`config.mk`:
```
export PLATFORM = sky130hd
export DESIGN_NAME = joystick_servo_jog_stepper
export DESIGN_NICKNAME = d
export VERILOG_FILES = /design/src/sv/jsj_pkg.sv /design/src/sv/joystick_servo_jog_stepper.sv /design/src/sv/jsj_front.sv /design/src/sv/jsj_cmd_fifo.sv /design/src/sv/jsj_back.sv
export VERILOG_INCLUDE_DIRS = /design/src /design/src/sv
export SDC_FILE = /design/constraint.sdc
export NUM_CORES = 1
export LEC_CHECK = 0
export BUFFER_PORTS_ARGS = -buffer_cell sky130_fd_sc_hd__buf_2
export CAP_MARGIN = 20
export CORE_MARGIN = 3
export CORE_UTILIZATION = 30
export CTS_CLUSTER_DIAMETER = 100
export DETAILED_ROUTE_END_ITERATION = 16
export PLACE_DENSITY = 0.45
export SYNTH_ARGS = -nofsm -noshare
export SYNTH_HDL_FRONTEND = slang
export SYNTH_SLANG_ARGS = --single-unit
```
`constraint.sdc`:
```
create_clock -name clk -period 5.1 [get_ports clk]
set_input_delay 1.02 -clock clk [delete_from_list [all_inputs] [get_ports clk]]
set_output_delay 1.02 -clock clk [all_outputs]
set_load 0.02 [all_outputs]
```
`src/sv/joystick_servo_jog_stepper_defines.svh`:
```
// assertion macros shared by the jog stepper modules
`ifndef JOYSTICK_SERVO_JOG_STEPPER_DEFINES_SVH
`define JOYSTICK_SERVO_JOG_STEPPER_DEFINES_SVH

`ifndef SYNTHESIS

// property checked on every clock edge outside reset
`define JSJ_ASSERT(lbl, prop, msg) \
	lbl: assert property (@(posedge clk) disable iff (!arst_n) (prop)) else $error(msg);

// condition that must never hold outside reset
`define JSJ_ASSERT_NEVER(lbl, cond, msg) \
	`JSJ_ASSERT(lbl, !(cond), msg)

`else

`define JSJ_ASSERT(lbl, prop, msg)
`define JSJ_ASSERT_NEVER(lbl, cond, msg)

`endif

`endif

```
`src/sv/jsj_pkg.sv`:
```
// types and constants of the joystick jog stepper
package jsj_pkg;

	localparam int SampleW   = 12;
	localparam int PosW      = 16;
	localparam int StepW     = 9;
	localparam int StepUpW   = 8;
	localparam int ByteW     = 8;
	localparam int CfgDataW  = 12;
	localparam int CfgIdxW   = 3;
	localparam int WordIdxW  = 2;

	localparam logic [SampleW:0]   DEAD_BAND = 13'd5;
	localparam logic [WordIdxW-1:0] LAST_WORD = 2'd3;
	localparam logic [WordIdxW-1:0] OFF_LO_WORD = 2'd2;

	// reset values of the registers and of the motion state
	localparam logic [SampleW-1:0] MID_RESET  = 12'd2048;
	localparam logic [SampleW-1:0] MIN_RESET  = 12'd0;
	localparam logic [SampleW-1:0] MAX_RESET  = 12'd4095;
	localparam logic [StepUpW-1:0] UP_RESET   = 8'd1;
	localparam logic [StepW-1:0]   DOWN_RESET = 9'h1FF;
	localparam logic [PosW-1:0]    HOME_RESET = 16'd307;
	localparam logic [ByteW-1:0]   BASE_RESET = 8'd6;
	localparam logic [StepW-1:0]   STEP_IDLE  = 9'd0;

	typedef enum logic [CfgIdxW-1:0] {
		REG_MID_POINT     = 3'd0,
		REG_POSITION_MIN  = 3'd1,
		REG_POSITION_MAX  = 3'd2,
		REG_STEP_UP       = 3'd3,
		REG_STEP_DOWN     = 3'd4,
		REG_HOME_POSITION = 3'd5,
		REG_CHANNEL_BASE  = 3'd6
	} cfg_idx_t;

	// one jog command handed from the front end to the write sequencer
	typedef struct packed {
		logic [PosW-1:0]  off;
		logic [ByteW-1:0] base;
	} cmd_t;

endpackage

```
`src/sv/joystick_servo_jog_stepper.sv`:
```
// top level of the joystick servo jog stepper
// Takes one mapped joystick sample per push and jogs a servo channel.
// The front end picks a direction (up when the sample is above the
// midpoint and rising, down when below and falling, else kept), applies
// the dead band of midpoint plus or minus 5 and the position limits, and
// updates the position in the same cycle the sample is accepted. A moving
// sample leaves a command in a short queue; the write sequencer turns it
// into four byte writes (on low, on high, off low, off high) at
// channel_base onward, last_write flagging the fourth. Rate: a sample is
// accepted in every cycle while the queue has room. The sequencer emits
// one word per cycle while the register side pops, taking the next command
// as the fourth word goes out. A run's first word passes through the queue,
// the command register and the output register. Config words are written
// through cfg_we, cfg_index and cfg_data; the user must write them only while
// the block is idle; it is not enforced. Writes to home_position are ignored.
module joystick_servo_jog_stepper import jsj_pkg::*; #(
	parameter int FifoDepth = 2
) (
	input  logic                clk,
	input  logic                arst_n,
	// config write port
	input  logic                cfg_we,
	input  logic [CfgIdxW-1:0]  cfg_index,
	input  logic [CfgDataW-1:0] cfg_data,
	// sample side
	input  logic                push,
	output logic                full,
	input  logic [SampleW-1:0]  sample,
	// register write side
	output logic                empty,
	input  logic                pop,
	output logic [ByteW-1:0]    reg_address,
	output logic [ByteW-1:0]    reg_data,
	output logic                last_write
);

	logic take;
	logic cmd_valid;
	cmd_t cmd_in;
	cmd_t cmd_head;
	logic cmd_full;
	logic cmd_empty;
	logic cmd_take;

	// a sample is taken whenever the queue has room, moving or not
	assign full = cmd_full;
	assign take = push && !cmd_full;

	jsj_front u_front (
		.clk       (clk),
		.arst_n    (arst_n),
		.cfg_we    (cfg_we),
		.cfg_index (cfg_index),
		.cfg_data  (cfg_data),
		.take      (take),
		.sample    (sample),
		.cmd_valid (cmd_valid),
		.cmd       (cmd_in)
	);

	// decouples sample intake from the word sequencer
	jsj_cmd_fifo #(
		.Depth (FifoDepth)
	) u_fifo (
		.clk    (clk),
		.arst_n (arst_n),
		.wr     (cmd_valid),
		.wr_cmd (cmd_in),
		.rd     (cmd_take),
		.rd_cmd (cmd_head),
		.full   (cmd_full),
		.empty  (cmd_empty)
	);

	// one word per cycle into the output register while the register side pops
	jsj_back u_back (
		.clk         (clk),
		.arst_n      (arst_n),
		.cmd_empty   (cmd_empty),
		.cmd         (cmd_head),
		.cmd_take    (cmd_take),
		.pop         (pop),
		.empty       (empty),
		.reg_address (reg_address),
		.reg_data    (reg_data),
		.last_write  (last_write)
	);

endmodule

```
`src/sv/jsj_front.sv`:
```
// front end: config registers, direction pick and position update
module jsj_front import jsj_pkg::*; (
	input  logic                clk,
	input  logic                arst_n,
	input  logic                cfg_we,
	input  logic [CfgIdxW-1:0]  cfg_index,
	input  logic [CfgDataW-1:0] cfg_data,
	input  logic                take,
	input  logic [SampleW-1:0]  sample,
	output logic                cmd_valid,
	output cmd_t                cmd
);

	logic [SampleW-1:0] mid_q, min_q, max_q, last_q;
	logic [StepUpW-1:0] step_up_q;
	logic [StepW-1:0]   step_down_q, step_now_q;
	logic [ByteW-1:0]   base_q;
	logic [PosW-1:0]    pos_q;

	logic               dir_up, dir_dn, outside, go;
	logic [StepW-1:0]   step_nxt, step_up_x;
	logic [PosW-1:0]    off;

	assign step_up_x = {1'b0, step_up_q};
	assign dir_up    = (sample > mid_q) && (sample > last_q);
	assign dir_dn    = (sample < mid_q) && (sample < last_q);

	always_comb begin
		priority if (dir_up) begin
			step_nxt = step_up_x;
		end else if (dir_dn) begin
			step_nxt = step_down_q;
		end else begin
			step_nxt = step_now_q;
		end
	end

	// dead band in 13 bits so that it never wraps at the ends
	assign outside = ({1'b0, sample} > ({1'b0, mid_q} + DEAD_BAND)) ||
	                 (({1'b0, sample} + DEAD_BAND) < {1'b0, mid_q});

	assign go = outside &&
	            (((pos_q <= {4'b0, max_q}) && (step_nxt == step_up_x)) ||
	             ((pos_q >= {4'b0, min_q}) && (step_nxt == step_down_q)));

	assign off = pos_q + {{(PosW-StepW){step_nxt[StepW-1]}}, step_nxt};

	assign cmd_valid = take && go;
	assign cmd.off   = off;
	assign cmd.base  = base_q;

	always_ff @(posedge clk or negedge arst_n) begin
		if (!arst_n) begin
			mid_q       <= MID_RESET;
			min_q       <= MIN_RESET;
			max_q       <= MAX_RESET;
			step_up_q   <= UP_RESET;
			step_down_q <= DOWN_RESET;
			base_q      <= BASE_RESET;
			pos_q       <= HOME_RESET;
			step_now_q  <= STEP_IDLE;
			last_q      <= MID_RESET;
		end else begin
			if (cfg_we) begin
				unique case (cfg_idx_t'(cfg_index))
					REG_MID_POINT:     mid_q       <= cfg_data;
					REG_POSITION_MIN:  min_q       <= cfg_data;
					REG_POSITION_MAX:  max_q       <= cfg_data;
					REG_STEP_UP:       step_up_q   <= cfg_data[StepUpW-1:0];
					REG_STEP_DOWN:     step_down_q <= cfg_data[StepW-1:0];
					// home position only matters at reset
					REG_HOME_POSITION: ;
					REG_CHANNEL_BASE:  base_q      <= cfg_data[ByteW-1:0];
					default: ;
				endcase
			end
			if (take) begin
				last_q     <= sample;
				step_now_q <= step_nxt;
				if (go) begin
					pos_q <= off;
				end
			end
		end
	end

endmodule

```
`src/sv/jsj_cmd_fifo.sv`:
```
// small command queue between front end and write sequencer
`include "joystick_servo_jog_stepper_defines.svh"
module jsj_cmd_fifo import jsj_pkg::*; #(
	parameter int Depth = 2
) (
	input  logic clk,
	input  logic arst_n,
	input  logic wr,
	input  cmd_t wr_cmd,
	input  logic rd,
	output cmd_t rd_cmd,
	output logic full,
	output logic empty
);

	localparam int AddrW  = (Depth > 1) ? $clog2(Depth) : 1;
	localparam int CountW = $clog2(Depth + 1);
	localparam logic [AddrW-1:0]  LastAddr = AddrW'(Depth - 1);
	localparam logic [CountW-1:0] FullCount = CountW'(Depth);

	cmd_t              mem_q [Depth];
	logic [AddrW-1:0]  wr_ptr_q, rd_ptr_q;
	logic [CountW-1:0] count_q;

	assign full   = (count_q == FullCount);
	assign empty  = (count_q == '0);
	assign rd_cmd = mem_q[rd_ptr_q];

	always_ff @(posedge clk) begin
		if (wr) begin
			mem_q[wr_ptr_q] <= wr_cmd;
		end
	end

	always_ff @(posedge clk or negedge arst_n) begin
		if (!arst_n) begin
			wr_ptr_q <= '0;
			rd_ptr_q <= '0;
			count_q  <= '0;
		end else begin
			if (wr) begin
				wr_ptr_q <= (wr_ptr_q == LastAddr) ? '0 : wr_ptr_q + 1'b1;
			end
			if (rd) begin
				rd_ptr_q <= (rd_ptr_q == LastAddr) ? '0 : rd_ptr_q + 1'b1;
			end
			unique case ({wr, rd})
				2'b10:   count_q <= count_q + 1'b1;
				2'b01:   count_q <= count_q - 1'b1;
				default: count_q <= count_q;
			endcase
		end
	end

	`JSJ_ASSERT(a_count_bound, count_q <= FullCount, "command queue count above depth")
	`JSJ_ASSERT_NEVER(a_no_underflow, rd && empty, "command queue read while empty")
	`JSJ_ASSERT_NEVER(a_no_overflow, wr && full && !rd, "command queue write while full")

endmodule

```
`src/sv/jsj_back.sv`:
```
// write sequencer: turns one command into four register byte writes
`include "joystick_servo_jog_stepper_defines.svh"
module jsj_back import jsj_pkg::*; (
	input  logic             clk,
	input  logic             arst_n,
	input  logic             cmd_empty,
	input  cmd_t             cmd,
	output logic             cmd_take,
	input  logic             pop,
	output logic             empty,
	output logic [ByteW-1:0] reg_address,
	output logic [ByteW-1:0] reg_data,
	output logic             last_write
);

	cmd_t                cmd_q;
	logic [WordIdxW-1:0] idx_q;
	logic                busy_q;
	logic                out_valid_q;
	logic [ByteW-1:0]    addr_q, data_q;
	logic                last_q;

	logic                advance;
	logic [ByteW-1:0]    word_data;

	assign advance  = busy_q && (!out_valid_q || pop);
	assign cmd_take = !cmd_empty && (!busy_q || (advance && idx_q == LAST_WORD));

	// on time bytes are zero, then off time low and high
	always_comb begin
		unique case (idx_q)
			OFF_LO_WORD: word_data = cmd_q.off[ByteW-1:0];
			LAST_WORD:   word_data = cmd_q.off[PosW-1:ByteW];
			default:     word_data = '0;
		endcase
	end

	always_ff @(posedge clk) begin
		if (cmd_take) begin
			cmd_q <= cmd;
		end
		if (advance) begin
			addr_q <= cmd_q.base + {{(ByteW-WordIdxW){1'b0}}, idx_q};
			data_q <= word_data;
			last_q <= (idx_q == LAST_WORD);
		end
	end

	always_ff @(posedge clk or negedge arst_n) begin
		if (!arst_n) begin
			busy_q      <= 1'b0;
			idx_q       <= '0;
			out_valid_q <= 1'b0;
		end else begin
			if (cmd_take) begin
				busy_q <= 1'b1;
				idx_q  <= '0;
			end else if (advance) begin
				if (idx_q == LAST_WORD) begin
					busy_q <= 1'b0;
				end else begin
					idx_q <= idx_q + 1'b1;
				end
			end
			if (advance) begin
				out_valid_q <= 1'b1;
			end else if (pop) begin
				out_valid_q <= 1'b0;
			end
		end
	end

	assign empty       = !out_valid_q;
	assign reg_address = addr_q;
	assign reg_data    = data_q;
	assign last_write  = last_q;

	`JSJ_ASSERT(a_last_word, (advance && idx_q == LAST_WORD) |=> (out_valid_q && last_q), "fourth word not marked last")
	`JSJ_ASSERT(a_take_gap, (busy_q && idx_q != LAST_WORD) |-> !cmd_take, "command taken mid run")

endmodule

```
==> impl_metrics.toml, run 1 <==
[logic_synthesis]
avgSynthCellArea_um2 = 11.6
async_reset_ff_frac = 0.544
yosysWarnings = 0
synth-edff-count = 89
syn-cell-area_um2 = 10600
netlist_instances = 915
ys_ff_latch = 195
ys.flop_type = "edfxtp_1"
synth.distinct_cells = 65
synth_nets = 1043
seq_area_frac_synth = 0.504

[final_layout]
mostFrequentLayoutCells = "100 x buf_4, 93 x ha_1, 89 x edfxtp_1, 78 x mux2_2, 76 x nand2_1"
fin_nets = 1198
fin_util = 0.373
area_growth_pct = 21.8
multi_input_area_um2 = 4990
final_common_cell = "buf_4"
antenna_cells = 0
final_layout_size_suffix_gt1_frac = 0.310
fillers = 3428
regArea_um2 = 5360

[clocking]
clk_latency_ps = 450
cts_tree = "yes"
clock_path_buffers = 2
clock_sinks = 195
cts_htree_levels = 4
root_buffer = "clkbuf_16"
cts.clk_slew.worst_paths_ps = 80
cts_inserted_buffers = 17

[sta]
fin_crit_ps = 4900
setup_ws_ps = 202
tightestPinTransition_ps = 1120
setup_violations = 0
maxSlewViolCount = 0
period_share = 0.960
fin_skew_ps = 9.98
fmax_mhz = 204
grt_setup_unrepaired = "false"
finalHoldViolCount = 0
max_slew_margin = 0.250

[drt]
dr.first_iter.drc_count = 272
wl_met3_um = 585
drc = 0
detail_route.wl_per_cell_um = 16.4
viasPerCell = 4.64
dr.pass1.iters = 4
route.met2.wl_um = 12000
vias = 7134
wl_met1_um = 12100
ant_nets = 0
top_layer = "met4"
wirelength_um = 25200

[power]
peakVddDrop_uv = 290
power_density_nw_per_um2 = 594
power_frac_seq = 0.352
p_int_uw = 4850
clkPwrFrac = 0.183
swShare = 0.370
leakage_uw = 0.00544
p_sw_uw = 2850
p_comb_frac = 0.465

[setup_path]
critPathLaunch = "sample[1]"
reg2reg_slack_ps = 380
cp-start-kind = "input pin"
worstPathArrival_ps = 5230
required_ps = 5430
worstPathMaxFanout = 6
timing.rr.end = "u_front.pos_q[15]"
reg2reg_from = "u_front.last_q[11]"
cp-end-kind = "flop"
criticalPathCategory = "in -> reg"
crit_path_end = "u_front.pos_q[14]"
r2r_cells = 22

[place]
gp_congestion = 0.840
io_buffers = 50
place_ws_ps = -571
dpl.hpwl_um = 19300

[run]
drv_cap = 0

[global_routing]
grt_pass1_wl_um = 40800
grt_max_degree = 55
antenna_found_initial = 0
grt_pass1_vias = 7323
globalRouteOverflowTotal = 0
grt.total_usage = 0.137

[floorplan]
core_um2 = 34700
die-area_um2 = 37800
start_util = 0.307
io_pins = 51
fp.dieH_um = 194
die_x_um = 194
fp-row-count = 68

[min_path]
hold_class = "reg -> reg"

[status]
outcome = "completed"
-- timing repair --
action                                 4_1_cts  5_1_grt
pin swaps                                    1        4
resized for setup                            1       13
hold buffers                                 0        0
endpoints found under the hold margin        0        0
setup endpoints to repair                    4        9
gates cloned                                 0        0
setup buffers                                3        2
-- worst max-delay path, stage by stage --
cell,delay (ps)
buf_2,110
ha_1,290
nor2b_1,130
o211ai_1,200
a21oi_2,100
or4_4,480
nor2_4,160
buf_12,140
mux2i_1,80
o21ai_2,170
ha_2,200
inv_1,50
fa_2,340
nor2b_1,110
o21ai_0,100
a21boi_1,210
o21ai_1,120
a21oi_2,180
a41oi_2,140
a211oi_2,240
nor2_1,80
a211o_1,300
mux2_4,260
-- registers in the layout, summed over array words and instances, names as in the netlist, 2 cells and up --
name and cells:
u_back.cmd_q 24, u_front.last_q 12, u_front.min_q 12, u_back.idx_q 2, u_front.max_q 12, u_fifo.mem_q 48
u_front.step_down_q 9, u_front.pos_q 16, u_back.reg_address 8, u_back.reg_data 8, u_front.step_up_q 8, u_fifo.count_q 2
u_front.step_now_q 9, u_front.mid_q 12, u_front.base_q 8
-- cell families (layout without fill, tap and decap cells) --
kind of cell | count (synthesis) | after routing | synth area share
compound gates | 169 | 169 | 0.101
xor+xnor | 57 | 57 | 0.0469
fa+ha+maj | 96 | 96 | 0.114
buf+inv | 94 | 262 | 0.0361
flops | 195 | 195 | 0.504
mux | 93 | 93 | 0.0990
simple gates | 211 | 211 | 0.0984
-- worst min path at each step --
stage | start | end | slack [ps] | depth (start not counted)
after global routing | u_front.base_q[5] | u_fifo.mem_q[0][5] | 510 | 0
after global placement | u_front.base_q[5] | u_fifo.mem_q[0][5] | 450 | 0
after floorplan | u_front.base_q[0] | u_fifo.mem_q[0][0] | 440 | 0
final | u_front.base_q[5] | u_fifo.mem_q[0][5] | 480 | 0
after CTS | u_front.base_q[5] | u_fifo.mem_q[0][5] | 480 | 0
after detailed placement | u_front.base_q[5] | u_fifo.mem_q[0][5] | 460 | 0
-- stage by stage --
| step | instances | hold slack, ps | total power, uW | setup TNS, ps | cell area [um^2] |
|---|---|---|---|---|---|
| 6_report | 1538 | 478 | 7700 | 0 | 13000 |
| 4_1_cts | 1535 | 479 | 7710 | 0 | 12900 |
| 5_1_grt | 1538 | 509 | 8320 | 0 | 13000 |
| 3_3_place_gp | 1500 | 448 | 6190 | -4630 | 12200 |
| 3_5_place_dp | 1500 | 460 | 6230 | -4950 | 12200 |
| 2_1_floorplan | 915 | 437 | 4910 | 0 | 10700 |
-- cells in the mapped netlist (2+ instances only) --
cell / instances / area share
nand2_1: 76 / 0.027
o211ai_1: 6 / 0.0042
nand4b_1: 3 / 0.0025
nor2b_1: 13 / 0.0076
o2111ai_1: 2 / 0.0016
o21ai_0: 60 / 0.028
nor2_1: 34 / 0.012
buf_6: 2 / 0.0021
o2bb2ai_1: 2 / 0.0016
ha_1: 94 / 0.11
inv_1: 74 / 0.026
a2111oi_0: 4 / 0.0033
nor3b_1: 3 / 0.0021
nand2b_1: 9 / 0.0053
a211oi_1: 8 / 0.0056
o21a_1: 5 / 0.0035
a21o_1: 8 / 0.0056
edfxtp_1: 89 / 0.25
mux2_4: 5 / 0.0071
a211o_1: 4 / 0.0033
a21boi_0: 2 / 0.0014
a22o_1: 8 / 0.0066
mux2i_1: 10 / 0.0094
xnor2_1: 41 / 0.034
mux2_2: 78 / 0.083
o221ai_1: 2 / 0.0016
or2_2: 2 / 0.0012
dfstp_2: 31 / 0.077
clkbuf_1: 16 / 0.0056
nand3_1: 22 / 0.010
xor2_1: 16 / 0.013
a21oi_1: 37 / 0.017
and3_1: 6 / 0.0035
a221o_1: 4 / 0.0038
nor3_1: 14 / 0.0066
and2_1: 7 / 0.0041
fa_1: 2 / 0.0038
o21ai_1: 2 / 0.00094
or4_1: 3 / 0.0021
nand4_1: 10 / 0.0059
o22ai_1: 3 / 0.0018
dfrtp_1: 75 / 0.18
-- metal layers --
layer / up-vias / track usage
li1: 3606 / -
met1: 3428 / 0.183
met2: 77 / 0.230
met3: 23 / 0.0232
met4: 0 / 0.0423
met5: - / 0
-- power groups by stage --
stage | clock [uW] | sequential (uW) | combinational [uW]
after floorplan | 0 | 2680 | 2230
after global placement | 0 | 2760 | 3430
after detailed placement | 0 | 2770 | 3460
after CTS | 1450 | 2740 | 3510
after global routing | 1520 | 2770 | 4030
final | 1410 | 2710 | 3580
-- area by class of cell --
class / instances / area share
sequential: 195 / 0.414
multi-input combinational: 626 / 0.385
timing repair buffer: 156 / 0.0873
tap: 455 / 0.0439
clock buffer: 19 / 0.0367
inverter: 74 / 0.0214
clock inverter: 13 / 0.0116
No activity file was read; power rests on OpenSTA's default activity.
==> run 2, diff against run 1 <==
- SETUP_SLACK_MARGIN: unset -> 0.4
- clock period: 5.1 -> 3.9 ns (I/O delays scaled with it)
==> impl_metrics.toml, run 2 (synthesis gave the netlist of run 1 again) <==
[status]
outcome = "finished, violations left"
violations = "negative setup slack"

[setup_path]
worstPathArrival_ps = 4840
timing.rr.end = "u_fifo.mem_q[0][23]"
critPathLaunch = "sample[1]"
cp-start-kind = "input pin"
reg2reg_from = "u_front.last_q[1]"
reg2reg_slack_ps = -750
cp-end-kind = "flop"
required_ps = 4080
criticalPathCategory = "in -> reg"
crit_path_end = "u_fifo.mem_q[0][23]"
r2r_cells = 21
worstPathMaxFanout = 6

[final_layout]
final_common_cell = "buf_4"
area_growth_pct = 28.7
top_regs = "u_fifo.mem_q: 48 flops, u_back.cmd_q: 24 flops, u_front.pos_q: 16 flops"
fin_nets = 1242
mostFrequentLayoutCells = "138 x buf_4, 89 x edfxtp_1, 81 x ha_1, 77 x mux2_2"
final_area_um2 = 13700
largest_reg_flops = 48
antenna_cells = 0
regMostFlops = "u_fifo.mem_q"
final_layout_size_suffix_gt1_frac = 0.376

[power]
power_uw = 11000
power_density_nw_per_um2 = 803
leakage_uw = 0.00572
peakVddDrop_uv = 386

[clocking]
root_buffer = "clkbuf_16"
clk_latency_ps = 450
clock_sinks = 195
cts_tree = "yes"
ctsHoldBuffers = 0
cts.clk_slew.worst_paths_ps = 80
clock_path_buffers = 2
cts_inserted_buffers = 17
cts_htree_levels = 4

[floorplan]
io_pins = 51
fp.dieH_um = 194
fp-row-count = 68
core_um2 = 34700
die-area_um2 = 37800
start_util = 0.307
die_x_um = 194

[global_routing]
grt_pass1_vias = 7590
grt_max_degree = 53
grt.total_usage = 0.143
antenna_found_initial = 0
globalRouteOverflowTotal = 0
grt_pass1_wl_um = 42500

[sta]
grt_setup_unrepaired = "true"
setup_violations = 85
max_slew_margin = 0.438
finalHoldViolCount = 0
tightestPinTransition_ps = 843
fin_skew_ps = 20.3
period_share = 1.19
fin_crit_ps = 4660
tns_ps = -23880
fmax_mhz = 215
maxSlewViolCount = 0
setup_ws_ps = -758

[place]
placed_cell_area_um2 = 12600
dpl.hpwl_um = 20000
io_buffers = 50
gp_congestion = 0.866

[drt]
dr.pass1.iters = 4
detail_route.wl_per_cell_um = 16.6
dr.first_iter.drc_count = 278
wirelength_um = 26300
vias = 7249
drc = 0
viasPerCell = 4.58
ant_nets = 0

[min_path]
hold_class = "in -> async"

[run]
drv_cap = 0
[run 2: cell types whose count changed in the layout (fill, tap and decap cells not counted), sizes merged]
cell,change
clkinvlp,-1
clkbuf,-3
clkinv,+3
buf,+45
[run 2: area by class of cell]
type	instances	area (um^2)
multi-input cells	626	5390
well taps	455	569
clock buffers	17	425
flip-flops and latches	195	5360
clock inverters	15	178
repair buffers	200	1500
inverters	74	278
fillers	3372	21000
[run 2: report_power, final]
group	leakage, uW	switching, uW	internal (uW)
clock network	0.000295	914	871
logic	0.00338	2780	2920
registers	0.00205	423	3100
[run 2: routing by layer]
metal	GRT usage	up-vias	part of all wire
met4	0.0269	0	0.0075
met2	0.247	73	0.48
met1	0.192	3466	0.48
met3	0.0255	10	0.028
li1	-	3700	-
met5	0	-	0
[run 2: how the worst min path moves through the flow]
stage	start	end	cells after the start
floorplan	u_front.base_q[0]	u_fifo.mem_q[0][0]	0
global placement	u_front.base_q[0]	u_fifo.mem_q[0][0]	0
detailed placement	u_front.base_q[5]	u_fifo.mem_q[1][5]	0
CTS	arst_n	u_back.idx_q[1]	1
global route	arst_n	u_back.idx_q[1]	1
finish	arst_n	u_back.idx_q[1]	1
[run 2: worst max-delay path, cell delays in order]
cell,delay (ps)
buf_2,140
ha_4,220
nor2b_1,130
o211ai_1,230
a21oi_2,110
or4_4,470
nor2_4,230
buf_12,150
mux2i_4,210
mux2i_1,90
buf_4,160
ha_4,160
a211o_1,230
o211ai_1,150
a211oi_2,140
nor2_2,200
a2111oi_4,100
or4_4,500
a32oi_2,190
buf_4,170
xor2_4,60
[run 2: timing repair]
| item | in CTS | in global routing |
|---|---|---|
| endpoints found under the setup margin | 97 | 97 |
| pin swaps | 21 | 15 |
| buffers inserted | 14 | 6 |
| cloned | 0 | 0 |
| resized for setup | 47 | 20 |
[run 2: stage by stage]
step                      setup WS (ps)  hold slack, ps  std cells  utilization
after floorplan                    -856             437        915            -
after CTS                          -743             281       1575        0.389
after detailed placement          -1440             461       1529        0.362
after global routing               -959             285       1582        0.395
after global placement            -1370             453       1529        0.362
final                              -758             273       1582        0.395
==> run 3, diff against run 2 <==
- REMOVE_ABC_BUFFERS: unset -> 1
- SETUP_SLACK_MARGIN: 0.4 -> unset
==> impl_metrics.toml, run 3 (synthesis gave the netlist of run 1 again) <==
[power]
p_comb_frac = 0.524
p_sw_uw = 4210
power_density_nw_per_um2 = 817
power_frac_seq = 0.311
leakage_uw = 0.00584
swShare = 0.370
clkPwrFrac = 0.165
peakVddDrop_uv = 393
p_int_uw = 7160
power_uw = 11400

[drt]
dr.pass1.iters = 4
vias = 7444
drc = 0
dr.first_iter.drc_count = 225
ant_nets = 0
viasPerCell = 4.68
wirelength_um = 26900
detail_route.wl_per_cell_um = 16.9

[global_routing]
globalRouteOverflowTotal = 0
antenna_found_initial = 1
grt.total_usage = 0.145
grt_pass1_wl_um = 42900
grt_pass1_vias = 7699
grt_max_degree = 43

[clocking]
cts.clk_slew.worst_paths_ps = 80
cts_htree_levels = 4
root_buffer = "clkbuf_16"
clock_path_buffers = 2
cts_inserted_buffers = 17
ctsHoldBuffers = 0
cts_tree = "yes"
clk_latency_ps = 460
clock_sinks = 195

[floorplan]
fp-row-count = 68
die-area_um2 = 37800
core_um2 = 34700
start_util = 0.307
die_x_um = 194
fp.dieH_um = 194
io_pins = 51

[place]
gp_congestion = 0.856
io_buffers = 50
dpl.hpwl_um = 19800
placed_cell_area_um2 = 12300

[final_layout]
final_common_cell = "buf_4"
multi_input_area_um2 = 5430
largest_reg_flops = 48
fin_nets = 1251
fillers = 3415
area_growth_pct = 30.8
top_regs = "u_fifo.mem_q: 48 flops, u_back.cmd_q: 24 flops, u_front.pos_q: 16 flops"
final_layout_size_suffix_gt1_frac = 0.385
fin_util = 0.401
regArea_um2 = 5360
mostFrequentLayoutCells = "128 x buf_4, 89 x edfxtp_1, 86 x ha_1, 75 x nand2_1, 75 x dfrtp_1"
regMostFlops = "u_fifo.mem_q"
final_area_um2 = 13900

[setup_path]
required_ps = 4240
criticalPathCategory = "in -> reg"
cpLargestDelayFamily = "compound AO/OA/AOI/OAI gates"
cp_slowest_cell = "or4_4"
crit_buf_inv = 3
cp-end-kind = "flop"
cp-start-kind = "input pin"
worstPathArrival_ps = 4960
cpMostUsedCell = "a21oi_2"
slowest_delay_ps = 550
worstPathMaxFanout = 4
crit_chain = "buf_2 > ha_1 > a21oi_1 > a21oi_2 > or4_4 > nor2_4 > nand2_1 > a21oi_2 > a21oi_2 > buf_4 > buf_4 > fa_2 > nor2b_4 > o21ai_4 > a21boi_2 > o21ai_2 > a21oi_2 > a41oi_2 > a211oi_2 > nor2_1 > a211o_1 > mux2_4"

[run]
drv_cap = 0

[status]
violations = "negative setup slack"
outcome = "finished, violations left"

[sta]
fmax_mhz = 217
fin_crit_ps = 4610
fin_skew_ps = 14.3
setup_ws_ps = -714
setup_violations = 83
grt_setup_unrepaired = "true"
finalHoldViolCount = 0
tns_ps = -46380
max_slew_margin = 0.502
maxSlewViolCount = 0
tightestPinTransition_ps = 743
period_share = 1.18

[min_path]
hold_class = "in -> async"
run 3: power groups by stage:
stage	Clock (uW)	Sequential, uW	Combinational, uW
CTS	1940	3570	5470
finish	1880	3540	5950
detailed placement	0	3590	4620
floorplan	0	3540	2780
global route	2020	3620	6580
global placement	0	3580	4570
run 3: final cells by class:
type / instances / share of cell area
timing repair buffer: 209 / 0.118
multi-input combinational: 626 / 0.390
sequential: 195 / 0.385
clock inverter: 11 / 0.00863
clock buffer: 21 / 0.0365
tap: 455 / 0.0409
inverter: 74 / 0.0201
antenna: 1 / 0.000180
run 3: through the flow:
| step | worst slack [ps] | hold slack, ps | cells |
|---|---|---|---|
| 2_1_floorplan | -1440 | 437 | 895 |
| 3_3_place_gp | -1600 | 448 | 1520 |
| 3_5_place_dp | -1690 | 456 | 1520 |
| 4_1_cts | -656 | 381 | 1577 |
| 5_1_grt | -897 | 401 | 1592 |
| 6_report | -714 | 364 | 1592 |
run 3: worst register-to-register path: cells and delay by family, from the launching register on:
kind | cells | cell delay (ps)
AOI/OAI and AO/OA | 11 | 1840
adders and majority gates | 2 | 560
buffers and inverters | 3 | 340
DFF | 1 | 390
muxes | 1 | 260
and+or+nand+nor | 6 | 1090
run 3: timing repair:
item / 4_1_cts / 5_1_grt
setup buffers: 27 / 19
pin swaps: 20 / 34
resized for setup: 90 / 46
endpoints found under the hold margin: 0 / 0
endpoints found under the setup margin: 87 / 91
gates cloned: 0 / 2
run 3: final timing paths:
kind	from	end	slack (ps)	depth (start not counted)
hold reg to reg	u_front.base_q[5]	u_fifo.mem_q[1][5]	470	0
hold / removal	arst_n	u_fifo.count_q[1]	360	1
setup / recovery	sample[7]	u_front.pos_q[14]	-710	22
min in group clk	u_front.base_q[5]	u_fifo.mem_q[1][5]	470	0
setup reg to reg	u_front.last_q[1]	u_front.pos_q[14]	-670	23
max in group asynchronous	arst_n	u_front.max_q[2]	2650	2
run 3: routing by layer:
layer / up-vias / routed length [um] / GRT usage / share of wire
li1: 3719 / - / - / -
met2: 83 / 13600 / 0.252 / 0.50
met4: 0 / 515 / 0.0455 / 0.019
met5: - / 0 / 0 / 0
met3: 27 / 561 / 0.0237 / 0.021
met1: 3615 / 12200 / 0.185 / 0.46
